## src/rtl/core/wfpd_pkg.sv

```systemverilog
`default_nettype none
package wfpd_pkg;
	localparam int NumRegs = 6;
	localparam int AtanW = 17;
	localparam int CordW = 36;

	typedef enum logic [3:0] {
		ST_IDLE,
		ST_VEC_INIT,
		ST_VEC,
		ST_ROT_INIT,
		ST_ROT,
		ST_MUL_B,
		ST_MUL_L,
		ST_ERR,
		ST_MUL_P,
		ST_MUL_D,
		ST_STEER,
		ST_OUT
	} state_t;

	typedef enum logic [2:0] {
		REG_PROP   = 3'd0,
		REG_DERIV  = 3'd1,
		REG_TARGET = 3'd2,
		REG_LOOK   = 3'd3,
		REG_BEAM_A = 3'd4,
		REG_BEAM_B = 3'd5
	} reg_idx_t;

	function automatic logic [AtanW-1:0] atan_lut(input logic [4:0] i);
		logic [AtanW-1:0] r;
		case (i)
			5'd0:  r = 17'd51472;
			5'd1:  r = 17'd30386;
			5'd2:  r = 17'd16055;
			5'd3:  r = 17'd8150;
			5'd4:  r = 17'd4091;
			5'd5:  r = 17'd2047;
			5'd6:  r = 17'd1024;
			5'd7:  r = 17'd512;
			5'd8:  r = 17'd256;
			5'd9:  r = 17'd128;
			5'd10: r = 17'd64;
			5'd11: r = 17'd32;
			5'd12: r = 17'd16;
			5'd13: r = 17'd8;
			5'd14: r = 17'd4;
			5'd15: r = 17'd2;
			5'd16: r = 17'd1;
			default: r = '0;
		endcase
		return r;
	endfunction

	function automatic logic signed [15:0] sat16(input logic signed [47:0] v);
		logic signed [15:0] r;
		if (v > 48'sd32767) r = 16'sh7fff;
		else if (v < -48'sd32768) r = -16'sh8000;
		else r = v[15:0];
		return r;
	endfunction
endpackage
`default_nettype wire

```

## src/rtl/core/wfpd_cordic.sv

```systemverilog
`default_nettype none
module wfpd_cordic
	import wfpd_pkg::*;
#(
	parameter int Steps = 16
) (
	input  wire logic                     clk,
	input  wire logic                     arst_n,
	input  wire logic                     load,
	input  wire logic                     vec_mode,
	input  wire logic signed [CordW-1:0]  x_in,
	input  wire logic signed [CordW-1:0]  y_in,
	input  wire logic signed [23:0]       z_in,
	output logic                          done,
	output logic signed [CordW-1:0]       x_out,
	output logic signed [CordW-1:0]       y_out,
	output logic signed [23:0]            z_out
);
	logic signed [CordW-1:0] x_q, y_q;
	logic signed [23:0] z_q;
	logic [4:0] i_q;
	logic busy_q, mode_q, done_q;
	logic signed [CordW-1:0] xs, ys;
	logic neg;
	logic signed [23:0] at;

	assign xs = x_q >>> i_q;
	assign ys = y_q >>> i_q;
	assign at = 24'(signed'({1'b0, atan_lut(i_q)}));
	// vectoring drives y to zero, rotation drives z to zero
	assign neg = mode_q ? (y_q < 0) : (z_q < 0);

	always_ff @(posedge clk or negedge arst_n) begin
		if (!arst_n) begin
			busy_q <= 1'b0;
			i_q <= '0;
			mode_q <= 1'b0;
			done_q <= 1'b0;
		end else if (load) begin
			busy_q <= 1'b1;
			i_q <= '0;
			mode_q <= vec_mode;
			done_q <= 1'b0;
		end else if (busy_q) begin
			// done rises once the final iteration has landed in x, y, z
			done_q <= (i_q == 5'(Steps - 1));
			if (i_q == 5'(Steps - 1)) busy_q <= 1'b0;
			i_q <= i_q + 5'd1;
		end else begin
			done_q <= 1'b0;
		end
	end

	always_ff @(posedge clk) begin
		if (load) begin
			x_q <= x_in;
			y_q <= y_in;
			z_q <= z_in;
		end else if (busy_q) begin
			if (neg ^ ~mode_q) begin
				x_q <= x_q - ys;
				y_q <= y_q + xs;
				z_q <= mode_q ? z_q - at : z_q - at;
			end else begin
				x_q <= x_q + ys;
				y_q <= y_q - xs;
				z_q <= z_q + at;
			end
		end
	end

	assign done = done_q;
	assign x_out = x_q;
	assign y_out = y_q;
	assign z_out = z_q;
endmodule
`default_nettype wire

```

## src/rtl/core/wall_follow_pd_steering.sv

```systemverilog
// channel | direction | handshake          | payload
// in      | input     | in_valid/in_ready  | range_sample, last_sample
// out     | output    | out_valid/out_ready| steer_cmd, wall_error, scan_valid
// cfg     | input     | cfg_we             | cfg_index, cfg_data
// non-final samples are accepted back to back while idle; a scan end with both beams
// seen is worked by the shared cordic, iterating one step per cycle, and one shared
// multiplier used for each product in turn
// input is not ready while a scan end is being worked or its result waits
// reset is asynchronous active low and clears counters, flags, config and state; datapath registers are not reset
`default_nettype none
module wall_follow_pd_steering
	import wfpd_pkg::*;
#(
	parameter int MAX_BEAMS = 2048,
	parameter int CORDIC_STEPS = 16
) (
	input  wire logic               clk,
	input  wire logic               arst_n,
	input  wire logic               in_valid,
	output logic                    in_ready,
	input  wire logic [15:0]        range_sample,
	input  wire logic               last_sample,
	output logic                    out_valid,
	input  wire logic               out_ready,
	output logic signed [15:0]      steer_cmd,
	output logic signed [15:0]      wall_error,
	output logic                    scan_valid,
	input  wire logic               cfg_we,
	input  wire logic [2:0]         cfg_index,
	input  wire logic [15:0]        cfg_data
);
	logic signed [15:0] kp_q, kd_q;
	logic [15:0] tgt_q, look_q, a_q, b_q;
	logic [10:0] ia_q, ib_q;
	logic [11:0] count_q;
	logic [1:0] seen_q;
	logic signed [15:0] prev_q;
	state_t state_q, state_d;

	logic signed [CordW-1:0] cx_in, cy_in, cx, cy;
	logic signed [23:0] cz_in, cz;
	logic c_load, c_vec, c_done;
	logic signed [23:0] alpha_q;
	logic signed [CordW-1:0] cos_q, sin_q;
	// shared multiplier operands
	logic signed [CordW-1:0] m_a;
	logic signed [17:0] m_b;
	logic signed [53:0] prod;
	logic signed [47:0] acc_q;
	logic signed [15:0] e_q;
	logic signed [15:0] steer_q;
	logic valid_q;

	wire accept = in_valid && in_ready;

	// cfg writes
	always_ff @(posedge clk or negedge arst_n) begin
		if (!arst_n) begin
			kp_q <= 16'sd2048; kd_q <= 16'sd41; tgt_q <= 16'd870; look_q <= 16'd410;
			ia_q <= 11'd779; ib_q <= 11'd899;
		end else if (cfg_we) begin
			case (cfg_index)
				REG_PROP:   kp_q <= cfg_data;
				REG_DERIV:  kd_q <= cfg_data;
				REG_TARGET: tgt_q <= cfg_data;
				REG_LOOK:   look_q <= cfg_data;
				REG_BEAM_A: ia_q <= cfg_data[10:0];
				REG_BEAM_B: ib_q <= cfg_data[10:0];
				default: ;
			endcase
		end
	end

	// beam capture
	wire in_range = 32'(count_q) < MAX_BEAMS;
	wire hit_a = in_range && (count_q == {1'b0, ia_q});
	wire hit_b = in_range && (count_q == {1'b0, ib_q});
	wire [15:0] a_now = hit_a ? range_sample : a_q;
	wire [15:0] b_now = hit_b ? range_sample : b_q;
	wire [1:0] seen_now = seen_q | {hit_b, hit_a};

	always_ff @(posedge clk or negedge arst_n) begin
		if (!arst_n) begin
			count_q <= '0; seen_q <= '0; a_q <= '0; b_q <= '0;
		end else if (accept) begin
			a_q <= a_now;
			b_q <= b_now;
			seen_q <= seen_now;
			if (last_sample) count_q <= '0;
			else if (count_q != 12'hfff) count_q <= count_q + 12'd1;
		end else if (state_q == ST_OUT && out_ready) begin
			seen_q <= '0; a_q <= '0; b_q <= '0;
		end
	end

	// vector: y = round(a*sqrt3 in Q.16) - 2b, scaled by 2^8
	logic [33:0] a_sqrt3;
	assign a_sqrt3 = 34'(a_q) * 34'd113512 + 34'd32768;
	logic signed [19:0] vy;
	assign vy = 20'(signed'({2'b0, a_sqrt3[33:16]})) - 20'(signed'({3'b0, b_q, 1'b0}));

	always_comb begin
		cx_in = '0; cy_in = '0; cz_in = '0; c_vec = 1'b0; c_load = 1'b0;
		if (state_q == ST_VEC_INIT) begin
			c_load = 1'b1; c_vec = 1'b1;
			cx_in = CordW'(signed'({1'b0, a_q})) <<< 8;
			cy_in = CordW'(vy) <<< 8;
		end else if (state_q == ST_ROT_INIT) begin
			c_load = 1'b1;
			cx_in = CordW'(39797);
			cz_in = alpha_q;
		end
	end

	wfpd_cordic #(.Steps(CORDIC_STEPS)) u_cordic (
		.clk(clk), .arst_n(arst_n), .load(c_load), .vec_mode(c_vec),
		.x_in(cx_in), .y_in(cy_in), .z_in(cz_in), .done(c_done),
		.x_out(cx), .y_out(cy), .z_out(cz)
	);

	always_comb begin
		m_a = '0; m_b = '0;
		case (state_q)
			ST_MUL_B: begin m_a = cos_q; m_b = 18'(signed'({2'b0, b_q})); end
			ST_MUL_L: begin m_a = sin_q; m_b = 18'(signed'({2'b0, look_q})); end
			ST_MUL_P: begin m_a = CordW'(e_q); m_b = 18'(kp_q); end
			ST_MUL_D: begin
				m_a = CordW'(e_q) - CordW'(prev_q);
				m_b = 18'(kd_q);
			end
			default: ;
		endcase
	end
	// cos/sin magnitudes stay under 2^17, so the low bits of m_a suffice
	assign prod = 54'(signed'(m_a[19:0])) * 54'(m_b);

	logic signed [47:0] d_val;
	assign d_val = (acc_q + 48'sd32768) >>> 16;

	always_ff @(posedge clk or negedge arst_n) begin
		if (!arst_n) begin
			state_q <= ST_IDLE; prev_q <= '0; valid_q <= 1'b0;
		end else begin
			state_q <= state_d;
			if (state_q == ST_STEER && valid_q) prev_q <= e_q;
			if (state_q == ST_IDLE && accept && last_sample) valid_q <= (seen_now == 2'b11);
		end
	end

	always_ff @(posedge clk) begin
		case (state_q)
			ST_VEC: if (c_done) alpha_q <= (a_q == 0 && b_q == 0) ? 24'sd0 : cz;
			ST_ROT: if (c_done) begin cos_q <= cx; sin_q <= cy; end
			ST_MUL_B: acc_q <= 48'(prod);
			ST_MUL_L: acc_q <= acc_q + 48'(prod);
			ST_ERR: e_q <= sat16(d_val - 48'(tgt_q));
			ST_MUL_P: acc_q <= 48'(prod);
			ST_MUL_D: acc_q <= acc_q + 48'(prod);
			ST_STEER: steer_q <= sat16((acc_q + 48'sd512) >>> 10);
			default: ;
		endcase
	end

	always_comb begin
		state_d = state_q;
		in_ready = 1'b0;
		case (state_q)
			ST_IDLE: begin
				in_ready = 1'b1;
				if (in_valid && last_sample) state_d = (seen_now == 2'b11) ? ST_VEC_INIT : ST_OUT;
			end
			ST_VEC_INIT: state_d = ST_VEC;
			ST_VEC:      if (c_done) state_d = ST_ROT_INIT;
			ST_ROT_INIT: state_d = ST_ROT;
			ST_ROT:      if (c_done) state_d = ST_MUL_B;
			ST_MUL_B:    state_d = ST_MUL_L;
			ST_MUL_L:    state_d = ST_ERR;
			ST_ERR:      state_d = ST_MUL_P;
			ST_MUL_P:    state_d = ST_MUL_D;
			ST_MUL_D:    state_d = ST_STEER;
			ST_STEER:    state_d = ST_OUT;
			ST_OUT:      if (out_ready) state_d = ST_IDLE;
			default:     state_d = ST_IDLE;
		endcase
	end

	assign out_valid = (state_q == ST_OUT);
	assign steer_cmd = valid_q ? steer_q : 16'sd0;
	assign wall_error = valid_q ? e_q : 16'sd0;
	assign scan_valid = valid_q;
endmodule
`default_nettype wire

```

## config.mk

```make
export PLATFORM = sky130hd
export DESIGN_NAME = wall_follow_pd_steering
export DESIGN_NICKNAME = d
export VERILOG_FILES = /design/src/rtl/core/wfpd_pkg.sv /design/src/rtl/core/wfpd_cordic.sv /design/src/rtl/core/wall_follow_pd_steering.sv
export SDC_FILE = /design/constraint.sdc
export NUM_CORES = 2
export LEC_CHECK = 0
export BUFFER_PORTS_ARGS = -buffer_cell sky130_fd_sc_hd__buf_4
export CAP_MARGIN = 10
export CORE_ASPECT_RATIO = 0.75
export CORE_UTILIZATION = 65
export CTS_CLUSTER_DIAMETER = 60
export CTS_CLUSTER_SIZE = 14
export DETAILED_ROUTE_END_ITERATION = 12
export PLACE_DENSITY = 0.83
export SLEW_MARGIN = 20
export SYNTH_ARGS = -nofsm -noshare
export SYNTH_HDL_FRONTEND = slang
export SYNTH_SLANG_ARGS = --single-unit
```

## constraint.sdc

```tcl
create_clock -name clk -period 14.5 [get_ports clk]
set_clock_uncertainty 0.15 [all_clocks]
set_input_delay 1.45 -clock clk [delete_from_list [all_inputs] [get_ports clk]]
set_output_delay 1.45 -clock clk [all_outputs]
set_load 0.02 [all_outputs]
```

# ---- After elaboration in Yosys (flattened, before gate mapping)
# Memory sizes are Yosys's and may differ from the RTL's.
# Cells that the tools add are included.
dict set report op_classes {
  reduce_logical 31
  mul 2
  n_lt_le_gt_ge 7
  n_div 0
  n_eq_ne 27
  n_mux 48
  shift 2
  bitwise 3
  addsub 15
}
# op n
set op_table {}
lappend op_table {{$mux 36} 7}
lappend op_table {{$mux 16} 10}
lappend op_table {{$mux 24} 6}
lappend op_table {{$pmux 48 s2} 1}
lappend op_table {{$pmux 20 s4} 1}
lappend op_table {{$add 36x36->36} 2}
lappend op_table {{$pmux 18 s4} 1}
lappend op_table {{$sshr 36x5->36} 2}
lappend op_table {{$sub 36x36->36} 2}
lappend op_table {{$add 48x11->48 const B} 1}
lappend op_table {{$add 48x17->48 const B} 1}
lappend op_table {{$add 48x38->48} 1}
lappend op_table {{$pmux 4 s12} 1}
lappend op_table {{$gt 38x16->1 const B} 1}
lappend op_table {{$lt 38x16->1 const B} 1}
lappend op_table {{$mul 20x18->38} 1}
lappend op_table {{$lt 36x1->1 const B} 1}
lappend op_table {{$add 33x16->34 const B} 1}
lappend op_table {{$gt 33x16->1 const B} 1}
lappend op_table {{$lt 33x16->1 const B} 1}
lappend op_table {{$sub 32x17->33} 1}
lappend op_table {{$logic_not 16->1} 2}
lappend op_table {{$mul 16x14->30 const B} 1}
lappend op_table {{$add 24x18->24} 1}
lappend op_table {{other kinds (34)} 87}
dict set report totals {
  ff_bits 401
  memories 1
  mem_bits_rw 0
  latchBits 0
  mem_bits_ro 512
}
# name words width rd rd_clocked_by_memory_dff wr line_no
set memory_table {}
lappend memory_table {{(no name shown)} 32 16 1 0 0 wfpd_pkg.sv:33} ;# case (i)

# ---- Depth between registers and ports, before layout
dict set report logic_depth {
  word_depth 7
  depth_mapped 46
  ltp_nobuf 46
}

# ---- Hierarchy
# From an unflattened synthesis, not the netlist that was laid out.
dict set report unflattened {
  hier_cells 6129
  area_unflattened_um2 54800.1
}
# module area_per_inst_um2 seq_area_each_um2 instances cells_per_inst
set by_module_without_submodules {}
lappend by_module_without_submodules {wall_follow_pd_steering 38585.8 8184.1 1 4254}
lappend by_module_without_submodules {wfpd_cordic 16214.3 3083.0 1 1875}

# ---- Least setup slack after synthesis
# Ideal clock, no wire load.
dict set report synth_path {
  path_type {register to register}
  from {register e_q[0]}
  to {register acc_q[47] (data pin)}
  t_required_ns 14.084
  path_slack_ns 3.712
  setup_ns 0.266
  path_buffers 1
  t_arrival_ns 10.372
  period_less_slack_ns 10.788
  stages_incl_launch_ff 40
  path_cell_list {edfxtp_1 inv_1 ha_1 fa_1 nor2b_1 o21ai_0 a21boi_0 o21ai_0 a21boi_0 o21a_1 or3b_2 a311oi_1 a221oi_1 clkbuf_1 a21oi_1 fa_1 fa_1 ha_1 [... 4 more ...] inv_1 fa_1 inv_1 ha_1 a2111oi_0 a31oi_1 a21o_1 a21oi_1 xnor2_1 ha_1 a2111oi_0 o2111ai_1 a221oi_1 o21bai_1 a311oi_1 nor4b_1 nor3_1 xor2_1}
}
dict set report synth_via {
  elab_chain_cells 5
}
# element line_no
set synth_lines {}
lappend synth_lines {{start: declaration} wall_follow_pd_steering.sv:50} ;# logic signed [15:0] e_q;
lappend synth_lines {{start signal: assignment} wall_follow_pd_steering.sv:156} ;# ST_ERR: e_q <= sat16(d_val - 48'(tgt_q));
lappend synth_lines {{$sub 16x16->17} wall_follow_pd_steering.sv:128} ;# m_a = CordW'(e_q) - CordW'(prev_q);
lappend synth_lines {{$pmux 20 s4 *} wall_follow_pd_steering.sv:123} ;# case (state_q)
lappend synth_lines {{$mul 20x18->38 *} wall_follow_pd_steering.sv:135} ;# assign prod = 54'(signed'(m_a[19:0])) * 54'(m_b);
lappend synth_lines {{$add 48x38->48} {wall_follow_pd_steering.sv:155, wall_follow_pd_steering.sv:158}}
lappend synth_lines {{$pmux 48 s2 *} wall_follow_pd_steering.sv:151} ;# case (state_q)
lappend synth_lines {{end signal: assignment} wall_follow_pd_steering.sv:155} ;# ST_MUL_L: acc_q <= acc_q + 48'(prod);
lappend synth_lines {{end signal: assignment} wall_follow_pd_steering.sv:157} ;# ST_MUL_P: acc_q <= 48'(prod);
lappend synth_lines {{end signal: assignment} wall_follow_pd_steering.sv:158} ;# ST_MUL_D: acc_q <= acc_q + 48'(prod);
lappend synth_lines {{end: declaration} wall_follow_pd_steering.sv:49} ;# logic signed [47:0] acc_q;
# Mark *: on every way between the ends. The rest lies on a longest branch, timed or not.
# A chain may end at the register's enable or synchronous reset.

# ---- Worst setup path after layout
# Same ends and word-level chain as after synthesis.

==> summary.txt <==
Residual DRC: 0
Clock Sinks: 401
Cell at the root of the clock tree: clkbuf_16
Largest net degree at the start of global routing: 93
WP buf/inv: 7
Cell family with most CP delay: compound AO/OA/AOI/OAI gates
Setup bufs post-CTS: 0
Post_cts resized: 0
Final Cycle Share: 87.3%
Synth Area in Simple Gates: 13.7%
Status: completed
Yosys Warn Count: 0
I/O pin total: 76
Met3 Resource Use GR: 13.5%
Die H: 250 microns
GR Util All Layers: 41.2%
Mapped Area: 53400 sq um
CP arrival: 12870 ps
CP Capture Type: flip-flop
CP max stage delay: 660 ps
Synth Area in Compound Gates: 16.0%
Critical path type: reg2reg
Critical-path maximum fanout: 21
CTS tree: built
Die width: 333 microns
Yosys top cell by area: fa_1
Average cell area after synthesis: 9.18 sq um
Clk Latency, worst-skew pair: 660 ps
Final hold vios: 0
Hold buffer count at cts: 0
Num CTS Buffers: 44
RR Endpoint: acc_q[47]
Final Net Count: 6686
Vias in the first global route: 44700
Hold EP: cos_q[0]
Seq/Total Area, Yosys: 21.1%
Proportion of layout cells with a drive suffix above 1: 9.58%
Critical Path RT: 14720 ps
Reg clk slew, reported paths: 70 ps
Area of the die: 83300 sq um
Final setup viols: 0
Syn Nets: 6743
Post-synthesis mux area share: 8.24%
Area share of the leading cell type in the synthesized netlist: 17.6%
Worst path most repeated cell: fa_1
Min-delay worst type: reg2reg
Setup TNS: 0 ps
Vias per Instance: 6.74
WHS Path Cells: 0
GR Util met2: 58.0%
Global placer's final weighted congestion: 1.01
Final ANT Viol Nets: 0
Min-Delay Startpoint: u_cordic.x_out[0]
Setup crit start kind: flip-flop
Post-Syn Instances: 5817
Critical path startpoint: e_q[0]
Slew HR: 21.3%
H-Tree Depth: 2
Max cap viols: 0
Gr busiest metal: met1
WL/cell: 25.2 microns
Worst reg2reg startpoint: e_q[0]
XOR/XNOR share of the synthesized area: 6.48%
Starting Density: 66.1%
Post-synth ARST share: 40.1%
Main combinational cell family by area after synthesis: adder cells
Initial DRC count: 6354
Crit-path slowest cell: a311oi_1
Synth unique cells: 101
Setup slack, reg-to-reg: 1850 ps
Synth Flop Type: edfxtp_1
Site Rows: 90
First-pass GRT wire length: 264000 microns
Clk buf depth: 3
Total core area: 80900 sq um
HPWL Detailed: 133000 microns
FMAX: 79.0 MHz
TritonRoute pass-1 iters: 7
R2R depth: 43
Routed WL: 173000 microns
Overflow after GRT: 0
PortBufs: 75
Synthesized flop and latch total: 401
Adder-Cell Fraction of Synth Area: 27.3%
Fin crit period: 12650 ps
Unrepaired setup endpoints after global routing: no
Top cells by area, synth: fa_1, edfxtp_1, ha_1, dfrtp_1, inv_1
Max-slew violation count: 0
Antenna Cells: 0
Routed vias: 46200
GR Util met1: 59.4%
Initial antenna violation count: 2
Area grow syn2layout: 5.70%
Worst slew pin tran: 1180 ps
Post-synth EDFFs: 240
-- placed cells by master, fill, tap and decap left out, drive strengths merged, types with 24 or more instances in the layout --
| master | synthesis | routed |
|---|---|---|
| buf | 76 | 149 |
| o21ai | 413 | 413 |
| clkbuf | 177 | 58 |
| nand4 | 53 | 53 |
| and3 | 60 | 60 |
| o22ai | 43 | 43 |
| inv | 702 | 709 |
| mux2i | 80 | 80 |
| or2 | 24 | 24 |
| a211oi | 57 | 57 |
| nor2b | 69 | 69 |
| ha | 416 | 416 |
| and2 | 95 | 95 |
| nand3 | 94 | 94 |
| mux4 | 99 | 99 |
| xnor2 | 232 | 232 |
| edfxtp | 240 | 240 |
| nand2b | 46 | 46 |
| nor2 | 382 | 382 |
| nand2 | 495 | 495 |
| fa | 469 | 469 |
| a21o | 92 | 92 |
| mux2 | 121 | 121 |
| nor3 | 83 | 83 |
| o211ai | 28 | 28 |
| a221oi | 26 | 26 |
| dfstp | 25 | 25 |
| nor4 | 27 | 27 |
| xor2 | 163 | 163 |
| o21bai | 34 | 34 |
| a31oi | 48 | 48 |
| o21a | 37 | 37 |
| a22oi | 44 | 44 |
| or3 | 32 | 32 |
| dfrtp | 136 | 136 |
| a21oi | 319 | 319 |
-- kinds of logic (layout without fill, tap and decap cells) --
logic type | Yosys count | in the layout
xor gates and xnor gates | 395 | 395
muxes | 300 | 300
buffers and inverters | 957 | 932
DFF | 401 | 401
AOI/OAI and AO/OA | 1352 | 1352
and+or+nand+nor | 1527 | 1527
adders and majority gates | 885 | 885
-- synth_stat cells, drive strengths merged (44+ instances only) --
cell type / instances
mux2: 121
a22oi: 44
a211oi: 57
edfxtp: 240
clkbuf: 177
a31oi: 48
mux2i: 80
mux4: 99
nor2: 382
nand2: 495
inv: 702
and2: 95
fa: 469
nand2b: 46
nand3: 94
xor2: 163
a21oi: 319
nand4: 53
and3: 60
nor2b: 69
nor3: 83
ha: 416
buf: 76
o21ai: 413
a21o: 92
dfrtp: 136
xnor2: 232
-- stage by stage --
step | instances | setup WS (ps) | utilization, % | area (sq um) | hold WS, ps
CTS | 6848 | 2020 | 69.8 | 56400 | 301
global placement | 6769 | 2430 | 67.9 | 54900 | 281
floorplan | 5817 | 3710 | - | 53400 | 276
detailed placement | 6770 | 2050 | 67.9 | 54900 | 287
global route | 6850 | 1030 | 69.8 | 56500 | 318
finish | 6850 | 1850 | 69.8 | 56500 | 303
-- worst max-delay path by stage --
stage                     end  slack (ps)  depth (start not counted)
global placement    acc_q[47]        2430                         43
global route        acc_q[47]        1030                         43
detailed placement  acc_q[47]        2050                         43
floorplan           acc_q[47]        3710                         39
finish              acc_q[47]        1850                         43
CTS                 acc_q[47]        2020                         43
-- final cells by class --
class	count	area, sq um
clock inverters	21	297
well taps	1058	1320
flip-flops and latches	401	11300
inverters	704	2650
clock buffers	57	1190
fillers	6128	24400
multi-input cells	4459	38600
repair buffers	150	1150
-- state kept, by name, indices dropped and copies added, names as in the netlist, 20 cells and up --
signal and flops:
cos_q 20, u_cordic.x_out 36, sin_q 20, u_cordic.y_out 36, acc_q 48, alpha_q 24, u_cordic.z_out 24
-- routing by layer --
metal | wire, microns | vias up
met4 | 6960 | 0
met1 | 70200 | 22500
li1 | - | 20200
met3 | 24500 | 471
met5 | 0 | -
met2 | 70800 | 2955
Power is left out: the tool's default activity adds up to more than one toggle a clock period on the data nets, which glitch-free logic cannot reach.
